==> config.mk <==
export PLATFORM = sky130hd
export DESIGN_NAME = bit_banged_i2c_register_master_flat
export DESIGN_NICKNAME = d
export VERILOG_FILES = /design/src/bbi2c_pkg.sv /design/src/bbi2c_stream_if.sv /design/src/bit_banged_i2c_register_master.sv /design/src/flat_wrapper.sv
export SDC_FILE = /design/constraint.sdc
export NUM_CORES = 1
export LEC_CHECK = 0
export BUFFER_PORTS_ARGS = -buffer_cell sky130_fd_sc_hd__buf_2
export CAP_MARGIN = 40
export CORE_UTILIZATION = 39
export CTS_CLUSTER_DIAMETER = 100
export DETAILED_ROUTE_END_ITERATION = 8
export GPL_TIMING_DRIVEN = 0
export PLACE_DENSITY = 0.53
export SYNTH_ARGS = -nofsm -noshare
export SYNTH_HDL_FRONTEND = slang
export SYNTH_SLANG_ARGS = --single-unit
==> constraint.sdc <==
create_clock -name i_clk -period 21.2 [get_ports i_clk]
set_input_delay 0 -clock i_clk [delete_from_list [all_inputs] [get_ports i_clk]]
set_output_delay 0 -clock i_clk [all_outputs]
set_load 0.005 [all_outputs]
==> src/bbi2c_pkg.sv <==
// Package for the bit-banged I2C register master.
// Holds the transfer payload types, the bus segment table and the sequencer codes.
// No dependencies.
package bbi2c_pkg;

    localparam int UNIT_W  = 16;
    localparam int STEP_W  = 5;
    localparam int UNITS_W = 3;
    // longest segment is 6 units of at most 65535 ticks
    localparam int WAIT_W  = 19;

    // sequencer steps: 0 idle, 1-3 start, 4-11 send bit + ack,
    // 12-18 receive bit + master ack, 19-21 stop
    localparam logic [STEP_W-1:0] SEG_IDLE        = 5'd0;
    localparam logic [STEP_W-1:0] SEG_START       = 5'd1;
    localparam logic [STEP_W-1:0] SEG_START_END   = 5'd3;
    localparam logic [STEP_W-1:0] SEG_SEND        = 5'd4;
    localparam logic [STEP_W-1:0] SEG_SEND_END    = 5'd7;
    localparam logic [STEP_W-1:0] SEG_ACK_SAMPLE  = 5'd9;
    localparam logic [STEP_W-1:0] SEG_ACK_HOLD    = 5'd10;
    localparam logic [STEP_W-1:0] SEG_ACK_END     = 5'd11;
    localparam logic [STEP_W-1:0] SEG_RECV        = 5'd12;
    localparam logic [STEP_W-1:0] SEG_RECV_SAMPLE = 5'd13;
    localparam logic [STEP_W-1:0] SEG_RECV_HOLD   = 5'd14;
    localparam logic [STEP_W-1:0] SEG_RECV_END    = 5'd15;
    localparam logic [STEP_W-1:0] SEG_MACK        = 5'd16;
    localparam logic [STEP_W-1:0] SEG_MACK_END    = 5'd18;
    localparam logic [STEP_W-1:0] SEG_STOP        = 5'd19;
    localparam logic [STEP_W-1:0] SEG_STOP_END    = 5'd21;

    localparam logic [STEP_W-1:0] SEG_ACK_REL     = 5'd8;

    // how a segment sets SDA on entry
    localparam logic [2:0] SDA_KEEP = 3'd0;
    localparam logic [2:0] SDA_LOW  = 3'd1;
    localparam logic [2:0] SDA_HIGH = 3'd2;
    localparam logic [2:0] SDA_BIT  = 3'd3;
    localparam logic [2:0] SDA_MACK = 3'd4;

    // bus operations of a command
    localparam logic [1:0] OP_START = 2'd0;
    localparam logic [1:0] OP_SEND  = 2'd1;
    localparam logic [1:0] OP_RECV  = 2'd2;
    localparam logic [1:0] OP_STOP  = 2'd3;

    // operation index within a command
    localparam logic [2:0] STG_START   = 3'd0;
    localparam logic [2:0] STG_ADDR    = 3'd1;
    localparam logic [2:0] STG_REG     = 3'd2;
    localparam logic [2:0] STG_THIRD   = 3'd3;
    localparam logic [2:0] STG_FOURTH  = 3'd4;
    localparam logic [2:0] STG_RD_BYTE0 = 3'd5;
    localparam logic [2:0] STG_RD_BYTE1 = 3'd6;

    localparam logic [7:0] MSB_MASK = 8'h80;

    typedef struct packed {
        logic       cmd_valid;
        logic       operation;
        logic [1:0] byte_count;
        logic [7:0] chip_address;
        logic [7:0] register_address;
        logic [7:0] first_data;
        logic [7:0] second_data;
        logic       sda_in;
    } t_cmd_item;

    typedef struct packed {
        logic        scl;
        logic        sda_out;
        logic        sda_drive;
        logic        busy_res;
        logic        done_res;
        logic        nack_error;
        logic [15:0] read_bytes;
    } t_res_item;

    typedef struct packed {
        logic       scl;
        logic [2:0] sda_mode;
        logic       drv;
        logic [UNITS_W-1:0] units;
    } t_seg;

    typedef struct packed {
        logic       drv;
        logic       sda;
        logic       scl;
    } t_pins;

    typedef struct packed {
        logic       rd;
        logic       two;
        logic [7:0] chip;
        logic [7:0] reg_addr;
        logic [7:0] data0;
        logic [7:0] data1;
    } t_cmd;

    typedef struct packed {
        logic [1:0] kind;
        logic [7:0] val;
    } t_op;

    function automatic t_seg seg_table(input logic [STEP_W-1:0] step);
        t_seg d;
        unique case (step)
            5'd0:    d = '{1'b1, SDA_KEEP, 1'b1, 3'd1};
            5'd1:    d = '{1'b1, SDA_HIGH, 1'b1, 3'd1};
            5'd2:    d = '{1'b1, SDA_LOW,  1'b1, 3'd2};
            5'd3:    d = '{1'b0, SDA_KEEP, 1'b1, 3'd2};
            5'd4:    d = '{1'b0, SDA_KEEP, 1'b1, 3'd2};
            5'd5:    d = '{1'b0, SDA_BIT,  1'b1, 3'd2};
            5'd6:    d = '{1'b1, SDA_KEEP, 1'b1, 3'd6};
            5'd7:    d = '{1'b0, SDA_KEEP, 1'b1, 3'd2};
            5'd8:    d = '{1'b0, SDA_KEEP, 1'b0, 3'd4};
            5'd9:    d = '{1'b1, SDA_KEEP, 1'b0, 3'd4};
            5'd10:   d = '{1'b1, SDA_KEEP, 1'b0, 3'd2};
            5'd11:   d = '{1'b0, SDA_KEEP, 1'b0, 3'd2};
            5'd12:   d = '{1'b0, SDA_KEEP, 1'b0, 3'd2};
            5'd13:   d = '{1'b1, SDA_KEEP, 1'b0, 3'd4};
            5'd14:   d = '{1'b1, SDA_KEEP, 1'b0, 3'd2};
            5'd15:   d = '{1'b0, SDA_KEEP, 1'b0, 3'd4};
            5'd16:   d = '{1'b0, SDA_MACK, 1'b1, 3'd4};
            5'd17:   d = '{1'b1, SDA_KEEP, 1'b1, 3'd6};
            5'd18:   d = '{1'b0, SDA_KEEP, 1'b1, 3'd4};
            5'd19:   d = '{1'b0, SDA_LOW,  1'b1, 3'd1};
            5'd20:   d = '{1'b1, SDA_KEEP, 1'b1, 3'd2};
            5'd21:   d = '{1'b1, SDA_HIGH, 1'b1, 3'd2};
            default: d = '{1'b1, SDA_KEEP, 1'b1, 3'd1};
        endcase
        return d;
    endfunction

endpackage

==> src/bbi2c_stream_if.sv <==
// Valid/ready channel carrying one payload item per transfer.
// Payload type is set by the instantiating level from bbi2c_pkg types.
interface bbi2c_stream_if #(
    parameter type t_payload = logic
);
    logic     valid;
    logic     ready;
    t_payload payload;

    modport source (output valid, output payload, input ready);
    modport sink   (input valid, input payload, output ready);
endinterface

==> src/bit_banged_i2c_register_master.sv <==
// Bit-banged I2C register master: one tick in, one pin/status result out.
// Depends on bbi2c_pkg and bbi2c_stream_if.

// Every transfer on i_cmd is one timing tick and yields exactly one result on o_res:
// the SCL level, SDA level and drive enable, busy, a one-tick done pulse with
// nack_error, and the bytes read so far. A tick with cmd_valid set starts a register
// write or read (one or two data bytes) when the sequencer is idle and is ignored
// otherwise. One tick is taken every clock while o_res is not stalled; a tick passes an
// input register and the sequencer update to reach the result register, which offers
// its result until o_res takes it. Each bus segment lasts its unit count (1 to 6) times
// unit_ticks ticks (zero counts as one); i_cfg_wdata written with i_cfg_we sets
// unit_ticks and should only change while no command is running.
module bit_banged_i2c_register_master (
    input  logic                         i_clk,
    input  logic                         i_rst_n,
    input  logic                         i_cfg_we,
    input  logic [bbi2c_pkg::UNIT_W-1:0] i_cfg_wdata,
    bbi2c_stream_if.sink                 i_cmd,
    bbi2c_stream_if.source               o_res
);

    localparam int STEP_W = bbi2c_pkg::STEP_W;
    localparam int WAIT_W = bbi2c_pkg::WAIT_W;

    logic [bbi2c_pkg::UNIT_W-1:0] r_unit;

    logic                  r_in_valid;
    bbi2c_pkg::t_cmd_item  r_in;
    logic                  r_out_valid;
    bbi2c_pkg::t_res_item  r_res;
    logic                  advance;

    logic [STEP_W-1:0]     r_step, n_step;
    logic [WAIT_W-1:0]     r_wait, n_wait;
    logic [2:0]            r_bit, n_bit;
    logic [2:0]            r_stage, n_stage;
    logic [7:0]            r_shift, n_shift;
    logic [15:0]           r_captured, n_captured;
    bbi2c_pkg::t_cmd       r_cmd, n_cmd;
    bbi2c_pkg::t_pins      r_pins, n_pins;
    logic                  n_done, n_err;

    // operation at a given place of the command, with the byte it sends
    function automatic bbi2c_pkg::t_op op_at(input logic [2:0] stage,
                                             input bbi2c_pkg::t_cmd cmd);
        bbi2c_pkg::t_op op;
        op.kind = bbi2c_pkg::OP_STOP;
        op.val  = 8'h00;
        if (stage == bbi2c_pkg::STG_START) begin
            op.kind = bbi2c_pkg::OP_START;
        end else if (stage == bbi2c_pkg::STG_ADDR) begin
            op.kind = bbi2c_pkg::OP_SEND;
            op.val  = cmd.chip;
        end else if (stage == bbi2c_pkg::STG_REG) begin
            op.kind = bbi2c_pkg::OP_SEND;
            op.val  = cmd.reg_addr;
        end else if (!cmd.rd) begin
            if (stage == bbi2c_pkg::STG_THIRD) begin
                op.kind = bbi2c_pkg::OP_SEND;
                op.val  = cmd.data0;
            end else if (stage == bbi2c_pkg::STG_FOURTH && cmd.two) begin
                op.kind = bbi2c_pkg::OP_SEND;
                op.val  = cmd.data1;
            end
        end else begin
            if (stage == bbi2c_pkg::STG_THIRD) begin
                op.kind = bbi2c_pkg::OP_START;
            end else if (stage == bbi2c_pkg::STG_FOURTH) begin
                op.kind = bbi2c_pkg::OP_SEND;
                op.val  = cmd.chip + 8'd1;
            end else if (stage == bbi2c_pkg::STG_RD_BYTE0) begin
                op.kind = bbi2c_pkg::OP_RECV;
            end else if (stage == bbi2c_pkg::STG_RD_BYTE1 && cmd.two) begin
                op.kind = bbi2c_pkg::OP_RECV;
            end
        end
        return op;
    endfunction

    // handshake: input register feeds the result register
    assign advance     = r_in_valid && (!r_out_valid || o_res.ready);
    assign i_cmd.ready = !r_in_valid || advance;
    assign o_res.valid = r_out_valid;
    assign o_res.payload = r_res;

    always_comb begin
        logic [bbi2c_pkg::UNIT_W-1:0] unit_eff;
        bbi2c_pkg::t_seg              cur_d;
        bbi2c_pkg::t_seg              ent_d;
        bbi2c_pkg::t_op               op;
        logic [WAIT_W-1:0]            seg_len;
        logic [WAIT_W-1:0]            wait_inc;
        logic                         start_en;
        logic                         enter_en;
        logic [STEP_W-1:0]            enter_seg;
        logic                         sda;

        n_step     = r_step;
        n_wait     = r_wait;
        n_bit      = r_bit;
        n_stage    = r_stage;
        n_shift    = r_shift;
        n_captured = r_captured;
        n_cmd      = r_cmd;
        n_pins     = r_pins;
        n_done     = 1'b0;
        n_err      = 1'b0;
        start_en   = 1'b0;
        enter_en   = 1'b0;
        enter_seg  = r_step;

        unit_eff = (r_unit == '0) ? bbi2c_pkg::UNIT_W'(1) : r_unit;
        cur_d    = bbi2c_pkg::seg_table(r_step);
        seg_len  = WAIT_W'(cur_d.units) * WAIT_W'(unit_eff);
        wait_inc = r_wait + WAIT_W'(1);

        if (r_step == bbi2c_pkg::SEG_IDLE) begin
            if (r_in.cmd_valid) begin
                n_cmd.rd       = r_in.operation;
                n_cmd.two      = r_in.byte_count[1];
                n_cmd.chip     = r_in.chip_address;
                n_cmd.reg_addr = r_in.register_address;
                n_cmd.data0    = r_in.first_data;
                n_cmd.data1    = r_in.second_data;
                n_captured     = '0;
                n_stage        = bbi2c_pkg::STG_START;
                start_en       = 1'b1;
            end
        end else begin
            n_wait = wait_inc;
            if (wait_inc >= seg_len) begin
                unique case (r_step)
                    bbi2c_pkg::SEG_START_END,
                    bbi2c_pkg::SEG_MACK_END: begin
                        n_stage  = r_stage + 3'd1;
                        start_en = 1'b1;
                    end
                    bbi2c_pkg::SEG_SEND_END: begin
                        n_shift  = {r_shift[6:0], 1'b0};
                        enter_en = 1'b1;
                        if (r_bit != 3'd7) begin
                            n_bit     = r_bit + 3'd1;
                            enter_seg = bbi2c_pkg::SEG_SEND;
                        end else begin
                            enter_seg = bbi2c_pkg::SEG_ACK_REL;
                        end
                    end
                    bbi2c_pkg::SEG_ACK_SAMPLE: begin
                        n_shift   = {7'd0, r_in.sda_in};
                        enter_en  = 1'b1;
                        enter_seg = bbi2c_pkg::SEG_ACK_HOLD;
                    end
                    bbi2c_pkg::SEG_ACK_END: begin
                        n_pins = '{drv: 1'b1, sda: 1'b1, scl: 1'b0};
                        if (r_shift[0]) begin
                            // slave NACK: abort without a stop
                            n_step = bbi2c_pkg::SEG_IDLE;
                            n_wait = '0;
                            n_done = 1'b1;
                            n_err  = 1'b1;
                        end else begin
                            n_stage  = r_stage + 3'd1;
                            start_en = 1'b1;
                        end
                    end
                    bbi2c_pkg::SEG_RECV_SAMPLE: begin
                        n_shift   = {r_shift[6:0], r_in.sda_in};
                        enter_en  = 1'b1;
                        enter_seg = bbi2c_pkg::SEG_RECV_HOLD;
                    end
                    bbi2c_pkg::SEG_RECV_END: begin
                        enter_en = 1'b1;
                        if (r_bit != 3'd7) begin
                            n_bit     = r_bit + 3'd1;
                            enter_seg = bbi2c_pkg::SEG_RECV;
                        end else begin
                            if (r_stage == bbi2c_pkg::STG_RD_BYTE0) begin
                                n_captured[7:0] = r_shift;
                            end else begin
                                n_captured[15:8] = r_shift;
                            end
                            n_pins    = '{drv: 1'b1, sda: 1'b1, scl: 1'b0};
                            enter_seg = bbi2c_pkg::SEG_MACK;
                        end
                    end
                    bbi2c_pkg::SEG_STOP_END: begin
                        n_step = bbi2c_pkg::SEG_IDLE;
                        n_wait = '0;
                        n_done = 1'b1;
                    end
                    default: begin
                        if (r_step < bbi2c_pkg::SEG_STOP_END) begin
                            enter_en  = 1'b1;
                            enter_seg = r_step + STEP_W'(1);
                        end else begin
                            n_step = bbi2c_pkg::SEG_IDLE;
                            n_wait = '0;
                        end
                    end
                endcase
            end
        end

        if (start_en) begin
            op       = op_at(n_stage, n_cmd);
            n_bit    = 3'd0;
            n_shift  = op.val;
            enter_en = 1'b1;
            unique case (op.kind)
                bbi2c_pkg::OP_START: enter_seg = bbi2c_pkg::SEG_START;
                bbi2c_pkg::OP_SEND:  enter_seg = bbi2c_pkg::SEG_SEND;
                bbi2c_pkg::OP_RECV:  enter_seg = bbi2c_pkg::SEG_RECV;
                default:             enter_seg = bbi2c_pkg::SEG_STOP;
            endcase
        end else begin
            op = '0;
        end

        ent_d = bbi2c_pkg::seg_table(enter_seg);
        sda   = n_pins.sda;
        unique case (ent_d.sda_mode)
            bbi2c_pkg::SDA_LOW:  sda = 1'b0;
            bbi2c_pkg::SDA_HIGH: sda = 1'b1;
            bbi2c_pkg::SDA_BIT:  sda = (n_shift & bbi2c_pkg::MSB_MASK) != 8'h00;
            // master ACKs the first read byte only when a second follows
            bbi2c_pkg::SDA_MACK: sda = !(n_stage == bbi2c_pkg::STG_RD_BYTE0 && n_cmd.two);
            default:             sda = n_pins.sda;
        endcase
        if (enter_en) begin
            n_step = enter_seg;
            n_wait = '0;
            n_pins = '{drv: ent_d.drv, sda: sda, scl: ent_d.scl};
        end
    end

    always_ff @(posedge i_clk) begin
        if (!i_rst_n) begin
            r_unit <= bbi2c_pkg::UNIT_W'(1);
        end else if (i_cfg_we) begin
            r_unit <= i_cfg_wdata;
        end
    end

    always_ff @(posedge i_clk) begin
        if (!i_rst_n) begin
            r_in_valid <= 1'b0;
        end else if (i_cmd.ready) begin
            r_in_valid <= i_cmd.valid;
        end
    end

    always_ff @(posedge i_clk) begin
        if (i_cmd.ready && i_cmd.valid) begin
            r_in <= i_cmd.payload;
        end
    end

    always_ff @(posedge i_clk) begin
        if (!i_rst_n) begin
            r_out_valid <= 1'b0;
        end else if (advance) begin
            r_out_valid <= 1'b1;
        end else if (o_res.ready) begin
            r_out_valid <= 1'b0;
        end
    end

    always_ff @(posedge i_clk) begin
        if (advance) begin
            r_res.scl        <= n_pins.scl;
            r_res.sda_out    <= n_pins.sda;
            r_res.sda_drive  <= n_pins.drv;
            r_res.busy_res   <= n_step != bbi2c_pkg::SEG_IDLE;
            r_res.done_res   <= n_done;
            r_res.nack_error <= n_err;
            r_res.read_bytes <= n_captured;
        end
    end

    always_ff @(posedge i_clk) begin
        if (!i_rst_n) begin
            r_step     <= bbi2c_pkg::SEG_IDLE;
            r_wait     <= '0;
            r_bit      <= '0;
            r_stage    <= '0;
            r_shift    <= '0;
            r_captured <= '0;
            r_pins     <= '{drv: 1'b1, sda: 1'b1, scl: 1'b1};
        end else if (advance) begin
            r_step     <= n_step;
            r_wait     <= n_wait;
            r_bit      <= n_bit;
            r_stage    <= n_stage;
            r_shift    <= n_shift;
            r_captured <= n_captured;
            r_pins     <= n_pins;
        end
    end

    always_ff @(posedge i_clk) begin
        if (advance) begin
            r_cmd <= n_cmd;
        end
    end

    // a finished transaction leaves the sequencer idle
    a_done_idles: assert property (@(posedge i_clk) disable iff (!i_rst_n)
        advance && n_done |=> r_step == bbi2c_pkg::SEG_IDLE)
        else $error("sequencer not idle after done");

    // busy and done never appear together on a result
    a_done_not_busy: assert property (@(posedge i_clk) disable iff (!i_rst_n)
        r_out_valid |-> !(r_res.done_res && r_res.busy_res))
        else $error("done raised while busy");

    // an error flag only comes with done
    a_err_with_done: assert property (@(posedge i_clk) disable iff (!i_rst_n)
        r_out_valid && r_res.nack_error |-> r_res.done_res)
        else $error("nack_error without done");

    // sequencer never leaves the segment table
    a_step_range: assert property (@(posedge i_clk) disable iff (!i_rst_n)
        r_step <= bbi2c_pkg::SEG_STOP_END)
        else $error("sequencer step out of range");

endmodule
==> src/flat_wrapper.sv <==
// flat-port wrapper written by rule: the top's interface ports become plain ports
module bit_banged_i2c_register_master_flat 
  (i_clk, i_rst_n, i_cfg_we, i_cfg_wdata, i_cmd_valid, i_cmd_payload, i_cmd_ready, o_res_valid, o_res_payload, o_res_ready);
  bbi2c_stream_if i_cmd_i ();
  bbi2c_stream_if o_res_i ();
  input  logic i_clk;
  input  logic i_rst_n;
  input  logic i_cfg_we;
  input  logic [bbi2c_pkg::UNIT_W-1:0] i_cfg_wdata;
  input wire logic [$bits(i_cmd_i.valid)-1:0] i_cmd_valid;
  input wire logic [$bits(i_cmd_i.payload)-1:0] i_cmd_payload;
  output wire logic [$bits(i_cmd_i.ready)-1:0] i_cmd_ready;
  output wire logic [$bits(o_res_i.valid)-1:0] o_res_valid;
  output wire logic [$bits(o_res_i.payload)-1:0] o_res_payload;
  input wire logic [$bits(o_res_i.ready)-1:0] o_res_ready;
  assign i_cmd_i.valid = i_cmd_valid;
  assign i_cmd_i.payload = i_cmd_payload;
  assign i_cmd_ready = i_cmd_i.ready;
  assign o_res_valid = o_res_i.valid;
  assign o_res_payload = o_res_i.payload;
  assign o_res_i.ready = o_res_ready;
  bit_banged_i2c_register_master u_core (.i_clk(i_clk), .i_rst_n(i_rst_n), .i_cfg_we(i_cfg_we), .i_cfg_wdata(i_cfg_wdata), .i_cmd(i_cmd_i), .o_res(o_res_i));
endmodule
# Word level (Yosys, flattened, before mapping)
# Memory sizes are Yosys's and may differ from the RTL's. A register that Yosys moved wholly into a read port is not among the register bits.
# Cells that the tools add are included.
[totals]
register_bits = 74
latch_bits = 0
mem_bits_rw = 0
rom_bits = 256
out_inout_bits = 3
elab_cells = 126
memories = 1
[op_classes]
addsub = 4
mul = 1
div = 0
n_lt_le_gt_ge = 2
n_eq_ne = 22
n_shift = 0
mux = 59
bitwise_logic = 0
reduce_logical = 25
[mem_list]
columns = ["memory", "words", "word_bits", "read_ports", "rd_clocked_by_memory_dff", "write_ports", "line_no", "text"]
rows = [
  ["(name not given)", 32, 8, 1, 1, 0, "bbi2c_pkg.sv:107", "unique case (step)"],
]
[op_table]
columns = ["cell", "count"]
rows = [
  ["2-to-1 mux 19 bit", 5],
  ["2-to-1 mux 16 bit", 5],
  ["2-to-1 mux 5 bit", 12],
  ["one-hot mux 19 bit (3 select lines)", 1],
  ["2-to-1 mux 8 bit", 6],
  ["2-to-1 mux 10 bit", 3],
  ["one-hot mux 5 bit (3 select lines)", 2],
  ["one-hot mux 5 bit (5 select lines)", 1],
  ["2-to-1 mux 3 bit", 8],
  ["one-hot mux 8 bit (3 select lines)", 1],
  ["== test 5 x 4 -> 1 bit (second input constant)", 4],
  ["adder 19 x 1 -> 19 bit (second input constant)", 1],
  ["greater-or-equal comparator 19 bit", 1],
  ["multiplier 3 x 16 -> 19 bit", 1],
  ["zero test 16 bit", 1],
  ["== test 5 bit (second input constant)", 2],
  ["AND reduction 10 bit", 1],
  ["nonzero test 2 bit", 5],
  ["2-to-1 mux 1 bit", 9],
  ["OR reduction 4 bit", 2],
  ["inequality test 7 x 5 -> 1 bit (second input constant)", 1],
  ["adder 3 x 1 -> 3 bit (second input constant)", 2],
  ["== test 3 x 2 -> 1 bit (second input constant)", 2],
  ["one-hot mux 3 bit (2 select lines)", 1],
  ["29 further kinds", 36],
]

# Logic depth before layout (Yosys ltp)
[logic_depth]
word_depth = 18
ltp_mapped = 34
depth_no_buf = 33

# Worst setup path before layout
# Ideal clock, no wire load.
[synth_timing]
path_type = "register -> register"
start = "register u_core.r_unit[3] (netlist bit)"
end = "register with a tool-made name"
setup_ps = 75
arrival_ps = 6592
required_ps = 21125
path_slack_ps = 14533
path_stages_with_launch = 34
n_path_buf = 1
synth_period_minus_slack_ps = 6667
path_cell_list = "dfxtp_1 -> nor4_1 -> a41oi_1 -> nand2b_1 -> fa_1 -> inv_1 -> ha_1 -> inv_1 -> fa_1 -> nor2b_1 -> o21ai_0 -> a21boi_0 -> o21ai_0 -> o21ai_0 -> nand4_1 -> a31oi_1 -> a31oi_1 -> o21a_1 -> ha_1 -> nand4_1 -> or2_0 -> o22ai_1 -> a31oi_1 -> a21oi_1 -> clkbuf_1 -> nor3_1 -> a31oi_1 -> nor2_1 -> ha_1 -> or4_1 -> a32o_2 -> nor4b_2 -> mux2i_1 -> o22ai_1"
[synth_rtl]
columns = ["element", "line_no", "text"]
rows = [
  ["start, declared", "bit_banged_i2c_register_master.sv:25", "logic [bbi2c_pkg::UNIT_W-1:0] r_unit;"],
  ["start signal, assigned", "bit_banged_i2c_register_master.sv:238", "r_unit <= bbi2c_pkg::UNIT_W'(1);"],
  ["start signal, assigned", "bit_banged_i2c_register_master.sv:240", "r_unit <= i_cfg_wdata;"],
]

==> impl_metrics.toml <==
[die]
die_w_um = 113
rows = 40
design.core.area_sq_um = 12000
io_pins = 25
die_h_um = 113
die-area_sq_um = 12800
start_util_pct = 40.0

[synthesis]
syn_inst = 595
synth-edff-count = 2
synth-seq-cells = 55
synth.distinct_cells = 65
synth_ff_type = "dfxtp_1"
synth_seq_area_share_pct = 23.3
synth_area_per_cell_sq_um = 8.07
ys_warn_count = 0
syn_area_sq_um = 4800
async_reset_ff_share_pct = 0
syn-num-nets = 680

[detailed_routing]
vias = 4267
firstDrtPassIters = 4
route.detailed.drc = 0
wirelength_mm = 11.6
drt.antenna.violating_nets = 0
drt_iter0_drc = 195
wl_per_cell_um = 14.6
vias_per_cell = 5.38

[pwr]
power.density_nw_per_um2 = 40.0
leakagePower_nw = 2.45
vdd_ir_drop_max_mv = 0.0347
p_sw_w = 0.0000553
switching_share_pct = 25.4
power_frac_comb_pct = 12.3
intPower_w = 0.000162
seq_power_share_pct = 50.0
clkPwrFrac_pct = 37.7

[cells_and_area]
layout_common_cells = "nand2_1 (64), nor2_1 (62), dfxtp_1 (53), ha_1 (48), a21oi_1 (44)"
antenna_cells = 0
fin_nets = 730
fillers = 1257
areaGrowthSynthToFinish_pct = 13.3
layout.cells.most_common = "nand2_1"
drive_gt1_share_pct = 7.43

[clocking]
cts_resized = 0
cts_sinks = 55
path_clk_slew_ns = 0.07
clk_path_buf_depth = 2
clk-insertion-delay-late_ns = 0.30
cts_inserted_buffers = 5
h-tree-depth = 2
tritoncts = "yes"
clock-root-buffer = "clkbuf_16"

[grt]
overflow = 0
grt_pass1_vias = 3994
grt_pass1_wl_mm = 19.6
grt_max_degree = 17
antenna_found_initial = 0
grt_usage_pct = 19.1

[setup_path]
r2r_cells = 33
cp-start-kind = "register"
crit_path_max_fanout = 10
cpMostUsedCell = "a31oi_1"
setup.worst_path.end_class = "register"
path_class = "register to register"
slowest_stage = "or4_1"
critPathLaunch = "u_core.r_unit[1]"
crit_arrival_ns = 8.22
slowest_delay_ns = 0.55
reg2reg_slack_ns = 13.20
worst-endpoint-required_ns = 21.43
r2r_start = "u_core.r_unit[1]"

[sta]
relSlewSlack_pct = 52.9
clock.fmax_mhz = 125
rsz0062_at_grt = "no"
period_share_pct = 37.7
maxSlewViolCount = 0
fin_worst_skew_ns = 0.00790
report.final.hold_viol_count = 0
worstMarginPinSlew_ns = 0.706
period_needed_ns = 8.00
fin_setup_tns_ns = 0
setup_violations = 0
whs_ns = 0.0165

[flow_run]
drv_cap = 0

[placed_design]
dp_hpwl_mm = 9.01
portBuffers = 23
routabilityCongestion = 0.835

[status]
status = "finished clean"

[hold_path]
hold_class = "primary input to register"
through the flow:
stage	instances	setup slack (ns)	power, W	cell area [sq um]	util [%]
final	793	13.20	0.000218	5440	45.3
after global routing	793	12.35	0.000228	5440	45.3
after CTS	793	13.19	0.000220	5440	45.3
after detailed placement	765	13.25	0.000135	5100	42.5
after global placement	765	13.32	0.000135	5100	42.5
after floorplan	595	14.53	0.000127	4800	-
synth_stat cells, types with 13 or more instances:
master	number	area share, %
nand3_1	14	1.5
ha_1	48	13
xor2_1	17	3.1
fa_1	15	6.3
xnor2_1	17	3.1
a21oi_1	44	4.6
nand2_1	64	5.0
inv_1	38	3.0
and3_1	13	1.7
dfxtp_1	53	22
and2_1	22	2.9
mux2i_1	24	5.0
o21ai_0	22	2.3
clkbuf_1	15	1.2
nor2_1	62	4.8
worst min-delay path by stage:
stage,cells after the start,start,endpoint
after floorplan,1,i_rst_n,u_core.r_unit[0]
after global placement,1,i_cmd_payload,u_core.r_in[0]
after detailed placement,1,i_cmd_payload,u_core.r_in[0]
after CTS,2,i_rst_n,register
after global routing,2,i_rst_n,register
final,2,i_rst_n,register
flip-flops by register name (all words and copies together), names as in the netlist, named ones only:
signal / cells
u_core.r_stage: 3
u_core.r_shift: 1
u_core.o_res.valid: 1
u_core.r_unit: 16
u_core.r_in: 1
u_core.r_in_valid: 1
u_core.r_step: 5
u_core.o_res.payload: 1
u_core.r_bit: 3
u_core.r_captured: 1
u_core.r_wait: 19
power by group through the flow:
stage	clock, W	sequential (W)	combinational (W)
detailed placement	0	0.000111	0.0000242
global placement	0	0.000111	0.0000237
global route	0.0000885	0.000109	0.0000306
floorplan	0	0.000110	0.0000170
CTS	0.0000846	0.000109	0.0000271
finish	0.0000821	0.000109	0.0000268
routing by layer:
metal,vias up,track usage (%),part of all wire [%]
met2,46,32.7,48
li1,2163,-,-
met3,8,2.46,3.4
met4,0,4.74,1.0
met1,2050,25.5,48
met5,-,0,0
worst max-delay path: cells and delay by family, from the launching register on:
| kind | cells | cell delay, ns |
|---|---|---|
| AO/OA/AOI/OAI | 14 | 2.98 |
| buffers and inverters | 3 | 0.49 |
| adder cells (fa/ha/maj) | 5 | 1.67 |
| multiplexers | 1 | 0.11 |
| flip-flops | 1 | 0.39 |
| AND/OR/NAND/NOR | 10 | 2.24 |
logic make-up after synthesis:
logic type               share of synthesized area (%)
flip-flops                                        23.3
XOR/XNOR                                          6.20
AO/OA/AOI/OAI                                     16.9
buffers and inverters                             5.13
adder cells (fa/ha/maj)                           18.8
multiplexers                                      5.24
AND/OR/NAND/NOR                                   24.5
final cells by class:
| class | instances | area [sq um] | area share, % |
|---|---|---|---|
| inverter | 38 | 143 | 2.62 |
| clock inverter | 2 | 12.5 | 0.230 |
| buffer | 22 | 104 | 1.91 |
| clock buffer | 6 | 129 | 2.37 |
| multi-input combinational | 480 | 3440 | 63.1 |
| timing repair buffer | 43 | 315 | 5.79 |
| sequential | 55 | 1120 | 20.6 |
| tap | 147 | 184 | 3.38 |
what timing repair did:
action                                 4_1_cts  5_1_grt
endpoints found under the hold margin       19        0
hold buffers                                20        0
buffers inserted                             0        0
Power figures use the tool's default switching activity.
